## src/sv/ldpm_pkg.sv

```systemverilog
// shared types, constants and helpers of the lens distortion point map unit
// no dependencies; the top level, front end, queue and back end refer to this package
package ldpm_pkg;

  localparam int unsigned CoordW  = 32;
  localparam int unsigned CfgIdxW = 3;
  localparam int unsigned QDepth  = 2;
  localparam int unsigned QAddrW  = $clog2(QDepth);

  localparam logic signed [31:0] RADIAL_K3_DEFAULT = 32'sd0;
  localparam logic signed [31:0] FOCAL_RESET       = 32'sd256000;
  localparam logic signed [63:0] Q24_ONE           = 64'sd16777216;
  localparam logic signed [63:0] S32_MAX           = 64'sd2147483647;
  localparam logic signed [63:0] S32_MIN           = -64'sd2147483648;

  // register indexes of the configuration port
  typedef enum logic [CfgIdxW-1:0] {
    REG_PRINCIPAL_X   = 3'd0,
    REG_PRINCIPAL_Y   = 3'd1,
    REG_FOCAL_X       = 3'd2,
    REG_FOCAL_Y       = 3'd3,
    REG_RADIAL_K1     = 3'd4,
    REG_RADIAL_K2     = 3'd5,
    REG_TANGENTIAL_P1 = 3'd6,
    REG_TANGENTIAL_P2 = 3'd7
  } reg_idx_e;

  typedef struct packed {
    logic signed [31:0] principal_x;
    logic signed [31:0] principal_y;
    logic signed [31:0] focal_x;
    logic signed [31:0] focal_y;
    logic signed [31:0] radial_k1;
    logic signed [31:0] radial_k2;
    logic signed [31:0] tangential_p1;
    logic signed [31:0] tangential_p2;
  } cfg_t;

  // classified point: offset magnitudes and quotient signs
  typedef struct packed {
    logic [32:0] mag_x;
    logic [32:0] mag_y;
    logic        neg_x;
    logic        neg_y;
  } item_t;

  typedef struct packed {
    logic               sat;
    logic signed [31:0] val;
  } clip_t;

  // clip a wide signed value to signed 32 bit, flag when clipped
  function automatic clip_t clip32(input logic signed [63:0] v);
    clip_t r;
    if (v > S32_MAX) begin
      r.sat = 1'b1;
      r.val = 32'sh7fffffff;
    end else if (v < S32_MIN) begin
      r.sat = 1'b1;
      r.val = 32'sh80000000;
    end else begin
      r.sat = 1'b0;
      r.val = v[31:0];
    end
    return r;
  endfunction

endpackage

```

## src/sv/ldpm_queue.sv

```systemverilog
// short queue between the front end and the arithmetic back end
// depends on ldpm_pkg
module ldpm_queue (
  input  logic            clk_i,
  input  logic            rst_ni,
  input  logic            push_i,
  input  ldpm_pkg::item_t data_i,
  output logic            full_o,
  input  logic            pop_i,
  output logic            valid_o,
  output ldpm_pkg::item_t data_o
);

  localparam int unsigned Depth = ldpm_pkg::QDepth;
  localparam int unsigned AW    = ldpm_pkg::QAddrW;

  ldpm_pkg::item_t mem_q [Depth];
  logic [AW-1:0]   wptr_q, wptr_d, rptr_q, rptr_d;
  logic [AW:0]     count_q, count_d;
  logic            do_push, do_pop;

  assign full_o  = (count_q == (AW+1)'(Depth));
  assign valid_o = (count_q != '0);
  assign do_push = push_i && !full_o;
  assign do_pop  = pop_i && valid_o;
  assign data_o  = mem_q[rptr_q];

  // pointer and fill count update
  always_comb begin
    wptr_d  = wptr_q;
    rptr_d  = rptr_q;
    count_d = count_q;
    if (do_push) begin
      wptr_d = (wptr_q == AW'(Depth - 1)) ? '0 : wptr_q + AW'(1);
    end
    if (do_pop) begin
      rptr_d = (rptr_q == AW'(Depth - 1)) ? '0 : rptr_q + AW'(1);
    end
    if (do_push && !do_pop) begin
      count_d = count_q + (AW+1)'(1);
    end else if (do_pop && !do_push) begin
      count_d = count_q - (AW+1)'(1);
    end
  end

  always_ff @(posedge clk_i or negedge rst_ni) begin
    if (!rst_ni) begin
      wptr_q  <= '0;
      rptr_q  <= '0;
      count_q <= '0;
    end else begin
      wptr_q  <= wptr_d;
      rptr_q  <= rptr_d;
      count_q <= count_d;
    end
  end

  // storage
  always_ff @(posedge clk_i) begin
    if (do_push) begin
      mem_q[wptr_q] <= data_i;
    end
  end

  a_count_range: assert property (@(posedge clk_i) disable iff (!rst_ni)
    count_q <= (AW+1)'(Depth))
    else $error("queue fill count out of range");

  a_push_grows: assert property (@(posedge clk_i) disable iff (!rst_ni)
    do_push && !do_pop |=> count_q == $past(count_q) + (AW+1)'(1))
    else $error("queue push lost");

  a_pop_shrinks: assert property (@(posedge clk_i) disable iff (!rst_ni)
    do_pop && !do_push |=> count_q == $past(count_q) - (AW+1)'(1))
    else $error("queue pop lost");

endmodule

```

## config.mk

```make
export PLATFORM = sky130hd
export DESIGN_NAME = ldpm_queue
export DESIGN_NICKNAME = d
export VERILOG_FILES = /design/src/sv/ldpm_pkg.sv /design/src/sv/ldpm_queue.sv
export SDC_FILE = /design/constraint.sdc
export NUM_CORES = 1
export LEC_CHECK = 0
export ABC_AREA = 1
export ABC_CLOCK_PERIOD_IN_PS = 5650
export BUFFER_PORTS_ARGS = -buffer_cell sky130_fd_sc_hd__buf_2
export CAP_MARGIN = 30
export CORE_UTILIZATION = 40
export DETAILED_ROUTE_END_ITERATION = 8
export PLACE_DENSITY_LB_ADDON = 0.12
export SLEW_MARGIN = 20
export SYNTH_ARGS = -nofsm -noshare
export SYNTH_HDL_FRONTEND = slang
export SYNTH_SLANG_ARGS = --single-unit
export TNS_END_PERCENT = 5
```

## constraint.sdc

```tcl
create_clock -name clk_i -period 5.65 [get_ports clk_i]
set_clock_uncertainty 0.15 [all_clocks]
set_input_delay 1.13 -clock clk_i [delete_from_list [all_inputs] [get_ports clk_i]]
set_output_delay 1.13 -clock clk_i [all_outputs]
set_load 0.05 [all_outputs]
```

==> reports/qor.yml <==
run_status:
  status: "finished, final reports clean"
clock_network:
  cts_made_buffers: 17
  numClockSinks: 140
  cts_tree: "done"
  h-tree-depth: 4
  clock_insertion_delay_worst_skew_ns: 0.40
  post-cts-setup-buffer-count: 0
  cts_buffer_depth: 2
  clk_pin_slew_ns: 0.05
  postCtsHoldBufs: 0
  root_buffer: "clkbuf_16"
  postCtsResizedCells: 0
cells_and_area:
  final_cell_mix: "nand2_1, buf_2, edfxtp_1"
  antenna_cells: 0
  area_growth_syn_to_layout_pct: 25.94
  drive_above_1_share_pct: 30.83
  fin_nets: 609
  final_common_cell: "nand2_1"
  fillers: 1127
die:
  fp-row-count: 41
  die_w_um: 115.8
  io_pins: 142
  die_area_um2: 13400
  dieHeight_um: 115.8
  initial_core_util_pct: 41.02
  core_um2: 12620
routing:
  drt-met1-wl_um: 4086
  drc_errors: 0
  viasPerCell: 4.428
  drt_first_iter_violations: 163
  wirelength_um: 9821
  dr.pass1.iters: 4
  top_layer: "met4"
  dr_wl_met3_um: 799
  dr_wl_met2_um: 4845
  route.detailed.wl_per_inst_um: 13.70
  detail-route-antenna-nets: 0
  vias: 3175
global_routing:
  grtUsageTotal_pct: 15.71
  grt_pass1_vias: 3073
  antenna_found_initial: 0
  overflow: 0
  grt_max_degree: 70
  grt_pass1_wl_um: 15100
sta:
  setup_violations: 0
  period_needed_ns: 3.201
  finalCritPeriodShare_pct: 56.65
  setup_tns_ns: 0
  rsz0062_at_grt: "false"
  hold_viol_final: 0
  clock.fmax_mhz: 312.4
  slew_viol_final: 0
  worstMarginPinSlew_ns: 0.8107
  relSlewSlack_pct: 45.95
setup_path:
  crit_fanout: 69
  arrival_ns: 1.92
  critPathRequiredTime_ns: 4.37
  start_kind: "flip-flop"
  crit_start: "rptr_q"
  r2r_start: "count_q[1]"
  criticalPathCategory: "flip-flop to output pin"
  critPathCaptureType: "output pin"
synth:
  seq_area_frac_synth_pct: 80.83
  yosys-top-cells-area: "edfxtp_1, nand2_1, dfrtp_1, buf_2, buf_6"
  synthesis.nets: 460
  syn_area_um2: 5176
  syn_inst: 387
  yosysTopAreaCell: "edfxtp_1"
  synth.avg_cell_area_um2: 13.38
  yosysUniqueCellTypes: 14
  ys_ff_latch: 140
  yosysWarnings: 0
  synth_top_area_share_pct: 78.90
placement:
  gp_congestion: 0.7521
  io_buffers: 141
  dp.final_hpwl_um: 5919
hold_path:
  worstHoldStart: "count_q[1]"
  min-delay-path-class: "flip-flop to flip-flop"
job:
  maxCapViolations: 0
==> Yosys cell counts <==
master,count
buf_6,3
nor2_1,3
nand4_1,1
buf_4,2
nand2_1,215
dfrtp_1,4
nand3_1,2
edfxtp_1,136
o21ai_0,1
inv_4,1
ha_1,1
buf_2,10
inv_1,7
xnor2_1,1
==> metal layers <==
| layer | vias to the layer above | GRT usage, % |
|---|---|---|
| met5 | - | 0 |
| met2 | 107 | 25.67 |
| li1 | 1591 | - |
| met1 | 1469 | 17.91 |
| met4 | 0 | 6.154 |
| met3 | 8 | 7.427 |
==> final cells by class <==
class                      count  area (um^2)  share of cell area, %
clock buffer                  21        440.4                  6.756
tap                          172        215.2                  3.301
timing repair buffer         145        748.2                  11.48
sequential                   140         4185                  64.20
clock inverter                 7        28.78                 0.4415
inverter                       8        32.53                 0.4990
multi-input combinational    224        868.3                  13.32
==> cell families after synthesis <==
family,Yosys count,share of synthesized area (%)
xor+xnor,1,0.1692
compound gates,1,0.09660
buf+inv,23,2.538
simple gates,221,16.12
fa+ha+maj,1,0.2417
flops,140,80.83
==> sequential cells by signal (all words and copies together) (netlist names) <==
signal / flops
count_q: 2
mem_q: 136
rptr_q: 1
wptr_q: 1
==> metrics by stage <==
| stage | cells | hold slack [ns] | utilization, % | setup WS, ns | instance area (um^2) |
|---|---|---|---|---|---|
| finish | 717 | 0.3293 | 51.66 | 2.449 | 6519 |
| global route | 717 | 0.3474 | 51.66 | 2.271 | 6519 |
| CTS | 716 | 0.3233 | 51.50 | 2.384 | 6499 |
| detailed placement | 688 | 0.3111 | 47.78 | 2.404 | 6030 |
| global placement | 688 | 0.3059 | 47.78 | 2.416 | 6030 |
| floorplan | 387 | 0.2917 | - | 0.9303 | 5176 |
==> final timing paths <==
path,endpoint,cells past startpoint,slack (ns)
max in group asynchronous,rptr_q,1,4.85
min in group asynchronous,count_q[1],1,0.37
worst max register to register,mem_q[1][27],4,3.40
worst min register to register,count_q[1],2,0.33
worst max-delay path,data_o[44],4,2.45
worst min-delay path,count_q[1],2,0.33
==> worst max-delay path, cell delays in order, from the launching register on <==
cell	delay [ns]
dfrtp_2	0.38
buf_4	0.60
nand2_1	0.12
nand2_1	0.11
buf_2	0.27
Power is not shown: default switching activity piles up to over one toggle a cycle in this logic, so the estimate is an artifact.
