==> src/sv/ldpm_pkg.sv <==
// shared types, constants and helpers of the lens distortion point map unit
// no dependencies; the top level, front end, queue and back end refer to this package
package ldpm_pkg;

  localparam int unsigned CoordW  = 32;
  localparam int unsigned CfgIdxW = 3;
  localparam int unsigned QDepth  = 2;
  localparam int unsigned QAddrW  = $clog2(QDepth);

  localparam logic signed [31:0] RADIAL_K3_DEFAULT = 32'sd0;
  localparam logic signed [31:0] FOCAL_RESET       = 32'sd256000;
  localparam logic signed [63:0] Q24_ONE           = 64'sd16777216;
  localparam logic signed [63:0] S32_MAX           = 64'sd2147483647;
  localparam logic signed [63:0] S32_MIN           = -64'sd2147483648;

  // register indexes of the configuration port
  typedef enum logic [CfgIdxW-1:0] {
    REG_PRINCIPAL_X   = 3'd0,
    REG_PRINCIPAL_Y   = 3'd1,
    REG_FOCAL_X       = 3'd2,
    REG_FOCAL_Y       = 3'd3,
    REG_RADIAL_K1     = 3'd4,
    REG_RADIAL_K2     = 3'd5,
    REG_TANGENTIAL_P1 = 3'd6,
    REG_TANGENTIAL_P2 = 3'd7
  } reg_idx_e;

  typedef struct packed {
    logic signed [31:0] principal_x;
    logic signed [31:0] principal_y;
    logic signed [31:0] focal_x;
    logic signed [31:0] focal_y;
    logic signed [31:0] radial_k1;
    logic signed [31:0] radial_k2;
    logic signed [31:0] tangential_p1;
    logic signed [31:0] tangential_p2;
  } cfg_t;

  // classified point: offset magnitudes and quotient signs
  typedef struct packed {
    logic [32:0] mag_x;
    logic [32:0] mag_y;
    logic        neg_x;
    logic        neg_y;
  } item_t;

  typedef struct packed {
    logic               sat;
    logic signed [31:0] val;
  } clip_t;

  // clip a wide signed value to signed 32 bit, flag when clipped
  function automatic clip_t clip32(input logic signed [63:0] v);
    clip_t r;
    if (v > S32_MAX) begin
      r.sat = 1'b1;
      r.val = 32'sh7fffffff;
    end else if (v < S32_MIN) begin
      r.sat = 1'b1;
      r.val = 32'sh80000000;
    end else begin
      r.sat = 1'b0;
      r.val = v[31:0];
    end
    return r;
  endfunction

endpackage

==> src/sv/ldpm_if.sv <==
// valid/ready channel interfaces of the lens distortion point map unit
// depends on nothing; input points and mapped results
interface ldpm_in_if;
  logic               valid;
  logic               ready;
  logic signed [31:0] in_x;
  logic signed [31:0] in_y;
  modport source (output valid, in_x, in_y, input ready);
  modport sink   (input valid, in_x, in_y, output ready);
endinterface


==> src/sv/ldpm_front.sv <==
// front end: takes input transactions and classifies them for the divider
// depends on ldpm_pkg and ldpm_if
module ldpm_front (
  input  logic              clk_i,
  input  logic              rst_ni,
  input  ldpm_pkg::cfg_t    cfg_i,
  ldpm_in_if.sink           in_i,
  output logic              push_o,
  output ldpm_pkg::item_t   item_o,
  input  logic              full_i
);

  logic            fv_q, fv_d;
  ldpm_pkg::item_t item_q, item_d;
  logic            accept;
  logic signed [32:0] diff_x, diff_y;

  // holding register drains into the queue whenever it has room
  assign in_i.ready = !fv_q || !full_i;
  assign accept     = in_i.valid && in_i.ready;

  // offset from principal point, split into magnitude and quotient sign
  assign diff_x = 33'(in_i.in_x) - 33'(cfg_i.principal_x);
  assign diff_y = 33'(in_i.in_y) - 33'(cfg_i.principal_y);

  always_comb begin
    item_d.mag_x = diff_x[32] ? 33'(-diff_x) : 33'(diff_x);
    item_d.mag_y = diff_y[32] ? 33'(-diff_y) : 33'(diff_y);
    item_d.neg_x = diff_x[32] ^ cfg_i.focal_x[31];
    item_d.neg_y = diff_y[32] ^ cfg_i.focal_y[31];
  end

  always_comb begin
    fv_d = fv_q;
    if (accept) begin
      fv_d = 1'b1;
    end else if (!full_i) begin
      fv_d = 1'b0;
    end
  end

  always_ff @(posedge clk_i or negedge rst_ni) begin
    if (!rst_ni) begin
      fv_q <= 1'b0;
    end else begin
      fv_q <= fv_d;
    end
  end

  always_ff @(posedge clk_i) begin
    if (accept) begin
      item_q <= item_d;
    end
  end

  assign push_o = fv_q;
  assign item_o = item_q;

endmodule

==> src/flat_wrapper.sv <==
// flat-port wrapper written by rule: the top's interface ports become plain ports
module ldpm_front_flat 
  (clk_i, rst_ni, cfg_i, push_o, item_o, full_i, in_i_valid, in_i_in_x, in_i_in_y, in_i_ready);
  ldpm_in_if in_i_i ();
  input  logic clk_i;
  input  logic rst_ni;
  input  ldpm_pkg::cfg_t cfg_i;
  output logic push_o;
  output ldpm_pkg::item_t item_o;
  input  logic full_i;
  input wire logic [$bits(in_i_i.valid)-1:0] in_i_valid;
  input wire logic [$bits(in_i_i.in_x)-1:0] in_i_in_x;
  input wire logic [$bits(in_i_i.in_y)-1:0] in_i_in_y;
  output wire logic [$bits(in_i_i.ready)-1:0] in_i_ready;
  assign in_i_i.valid = in_i_valid;
  assign in_i_i.in_x = in_i_in_x;
  assign in_i_i.in_y = in_i_in_y;
  assign in_i_ready = in_i_i.ready;
  ldpm_front u_core (.clk_i(clk_i), .rst_ni(rst_ni), .cfg_i(cfg_i), .in_i(in_i_i), .push_o(push_o), .item_o(item_o), .full_i(full_i));
endmodule
==> config.mk <==
export PLATFORM = sky130hd
export DESIGN_NAME = ldpm_front_flat
export DESIGN_NICKNAME = d
export VERILOG_FILES = /design/src/sv/ldpm_pkg.sv /design/src/sv/ldpm_if.sv /design/src/sv/ldpm_front.sv /design/src/flat_wrapper.sv
export SDC_FILE = /design/constraint.sdc
export NUM_CORES = 1
export LEC_CHECK = 0
export BUFFER_PORTS_ARGS = -buffer_cell sky130_fd_sc_hd__buf_2
export CORE_AREA = 10 10 144 146
export DETAILED_ROUTE_END_ITERATION = 10
export DIE_AREA = 0 0 154 156
export PLACE_DENSITY_LB_ADDON = 0.12
export SLEW_MARGIN = 15
export SYNTH_ARGS = -nofsm -noshare
export SYNTH_HDL_FRONTEND = slang
export SYNTH_SLANG_ARGS = --single-unit
==> constraint.sdc <==
create_clock -name clk_i -period 6.4 [get_ports clk_i]
set_input_delay 1.92 -clock clk_i [delete_from_list [all_inputs] [get_ports clk_i]]
set_output_delay 1.92 -clock clk_i [all_outputs]
set_load 0.02 [all_outputs]
==> impl_metrics.py <==
metrics = {
    "hold_path": {
        "hp-class": "reg2reg",
    },
    "timing": {
        "max_slew.worst_pin.slew_ns": 0.974,
        "slew_violations": 0,
        "fin_tns_setup_ns": 0,
        "whs_ns": 0.574,
        "period_share_pct": 82.4,
        "rsz0062_at_grt": "false",
        "finalSetupViolCount": 0,
        "max_slew_margin_pct": 34.6,
        "final_hold_viol_count": 0,
        "min_period_ns": 5.27,
        "fin_skew_ns": 0.00629,
        "fmax_ghz": 0.190,
    },
    "detailed_routing": {
        "route.detailed.drc": 0,
        "vias": 7730,
        "drt_first_pass_iters": 6,
        "vias_per_cell": 5.53,
        "ant_nets": 0,
        "drt-total-wl_um": 23600,
        "wl_per_cell_um": 16.9,
        "drt_iter0_markers": 387,
    },
    "clock_network": {
        "cts_resized": 0,
        "clk_pin_slew_ns": 0.06,
        "post_cts_buffers": 0,
        "cts_root_buffer": "clkbuf_16",
        "cts_sinks": 69,
        "cts_max_level": 3,
        "cts_hold_buf": 0,
        "clock_path_buffers": 2,
        "cts_tree": "done",
        "clock_latency_ns": 0.34,
        "cts_buffers": 9,
    },
    "yosys": {
        "syn_area_per_cell_um2": 8.07,
        "seq_area_frac_synth_pct": 26.0,
        "synth_warnings": 0,
        "syn_area_um2": 7940,
        "synth_seq_cells": 69,
        "synth.top_cell.area_share_pct": 25.7,
        "synthFlopType": "edfxtp_1",
        "synth_cells": 984,
        "synthArstFlopShare_pct": 1.45,
        "yosys.area.top_type": "edfxtp_1",
        "syn_nets": 1376,
        "ys_types": 86,
        "synth_edf_count": 68,
        "synthTopCellsByArea": "edfxtp_1, ha_1, xnor2_1, a21oi_1, nand2_1",
    },
    "cells_and_area": {
        "diodes": 0,
        "final-seq-area_um2": 2070,
        "synthToLayoutAreaGrowth_pct": 18.8,
        "drive_above_1_share_pct": 21.3,
        "nFillCells": 1691,
        "fin_nets": 1557,
        "multi_input_area_um2": 5430,
    },
    "floorplanning": {
        "die_width_um": 154,
        "rows": 49,
        "dieArea_um2": 24000,
        "pin_count": 394,
        "die_h_um": 156,
        "start_util_pct": 44.5,
        "coreArea_um2": 17800,
    },
    "pwr": {
        "pwr-share-clk_pct": 25.3,
        "vdd_drop_max_mv": 0.129,
        "switching_share_pct": 38.4,
        "switching_power_mw": 0.819,
        "p_leak_nw": 4.17,
        "p_seq_share_pct": 29.6,
        "p_int_mw": 1.31,
        "combPwrFrac_pct": 45.2,
        "p_per_area_nw_per_um2": 226,
    },
    "worst_setup_path": {
        "cp_max_fo": 6,
        "start_kind": "input port",
        "criticalPathCategory": "in2reg",
        "cp.required_ns": 6.47,
        "crit_arrival_ns": 5.35,
        "end_kind": "flop",
    },
    "run_status": {
        "status": "completed",
    },
    "global_routing": {
        "grt_pass1_vias": 7518,
        "grt_pass1_wl_um": 37500,
        "grt_overflow_total": 0,
        "grt_usage_pct": 18.6,
        "grt_max_degree": 69,
        "antenna_found_initial": 0,
    },
    "placement": {
        "place_congestion": 0.923,
        "dp_hpwl_um": 19300,
        "io_buffers": 203,
    },
    "run": {
        "cap_viol_max_count": 0,
    },
}
[sequential cells by signal, summed over array words and instances (netlist names)]
name / flops
u_core.item_o: 68
u_core.push_o: 1
[cells in the mapped netlist, types with 4 or more instances]
cell and count:
edfxtp_1 68, mux2i_1 4, o21a_1 6, nor2_1 75, o211ai_1 13, buf_2 8, o31ai_1 8, nand2_1 92
a21o_1 20, and3_1 10, or3_1 13, o21bai_1 5, a31o_2 6, nor2b_1 13, a311oi_1 5, xnor2_1 63
nand3_1 19, xor2_1 31, o21ai_1 29, clkbuf_1 27, a21oi_1 93, a31oi_1 10, and4_1 4, nand2b_1 9
nand4_1 15, nor4_1 8, o21ai_0 49, ha_1 66, and2_1 17, a221oi_1 4, o2111ai_1 5, or4_1 6
nor3_1 20, inv_1 80
[cell type report]
class                      count  share of cell area [%]
tap                          229                    3.04
clock buffer                  10                    2.43
sequential                    69                    21.9
inverter                      81                    3.22
timing repair buffer         205                    10.9
multi-input combinational    799                    57.6
clock inverter                 6                   0.941
[power groups by stage]
| stage | Sequential, mW | Combinational (mW) | Clock (mW) |
|---|---|---|---|
| finish | 0.631 | 0.963 | 0.538 |
| floorplan | 0.719 | 0.607 | 0 |
| global route | 0.636 | 1.06 | 0.561 |
| CTS | 0.631 | 0.960 | 0.546 |
| global placement | 0.638 | 0.948 | 0 |
| detailed placement | 0.638 | 0.954 | 0 |
[routing by layer]
| metal | global-route usage, % | up-vias | part of all wire (%) |
|---|---|---|---|
| met3 | 4.19 | 18 | 7.7 |
| met2 | 29.2 | 279 | 43 |
| met5 | 0 | - | 0 |
| met1 | 25.5 | 3448 | 48 |
| met4 | 3.87 | 0 | 0.87 |
| li1 | - | 3985 | - |
[final timing paths]
path                          startpoint                end  slack (ns)  cells after the start
max                         in_i_in_y[0]  u_core.item_o[33]        1.13                     14
min in group asynchronous         rst_ni      u_core.push_o        1.36                      1
max in group asynchronous         rst_ni      u_core.push_o        4.95                      1
max reg2reg                u_core.push_o  u_core.item_o[12]        4.73                      2
min                        u_core.push_o      u_core.push_o        0.57                      2
min reg2reg                u_core.push_o      u_core.push_o        0.57                      2
[logic make-up (layout without fill, tap and decap cells)]
family / after synthesis / count (layout) / synth area share [%]
adders and majority gates: 68 / 68 / 10.9
AOI/OAI and AO/OA: 304 / 304 / 24.8
buffers and inverters: 116 / 302 / 5.61
xor gates and xnor gates: 94 / 94 / 10.4
DFF: 69 / 69 / 26.0
muxes: 5 / 5 / 0.646
and+or+nand+nor: 328 / 328 / 21.7
[critical path, cell delays in order]
cell	delay, ns
buf_2	0.07
inv_1	0.05
ha_1	0.23
fa_1	0.41
nor2b_1	0.23
o21ai_1	0.14
a21oi_1	0.32
a22oi_1	0.26
xnor2_1	0.29
nor4b_4	0.37
nand4b_2	0.27
nor4b_4	0.44
a31oi_1	0.15
xor2_1	0.18
[layout by cell type, fill, tap and decap left out, types with 5 or more instances in the layout]
master     count
or4_1          6
o21a_1         6
nand4_1       15
o21ai_0       49
nor2_1        75
o31ai_1        8
a21oi_1       93
buf_2        203
nor3_1        20
o2111ai_1      5
and3_1        10
a31o_2         6
ha_1          66
nand2_1       92
or3_1         13
clkbuf_16      9
o21ai_1       29
and2_1        16
inv_1         80
a21o_1        20
edfxtp_1      68
nor4_1         8
a311oi_1       5
xnor2_1       63
o211ai_1      13
nand2b_1       9
nor2b_1       13
nand3_1       19
o21bai_1       5
a31oi_1       10
xor2_1        31
[stage by stage]
step	instance area [um2]	cells	setup WS [ns]	utilization (%)	power, mW
after global routing	9440	1399	0.898	52.9	2.26
after CTS	9440	1399	1.16	52.9	2.14
final	9440	1399	1.13	52.9	2.13
after floorplan	7940	984	1.47	-	1.33
after detailed placement	9120	1383	0.865	51.1	1.59
after global placement	9120	1383	0.916	51.1	1.59
(Power assumes the default switching activity.)
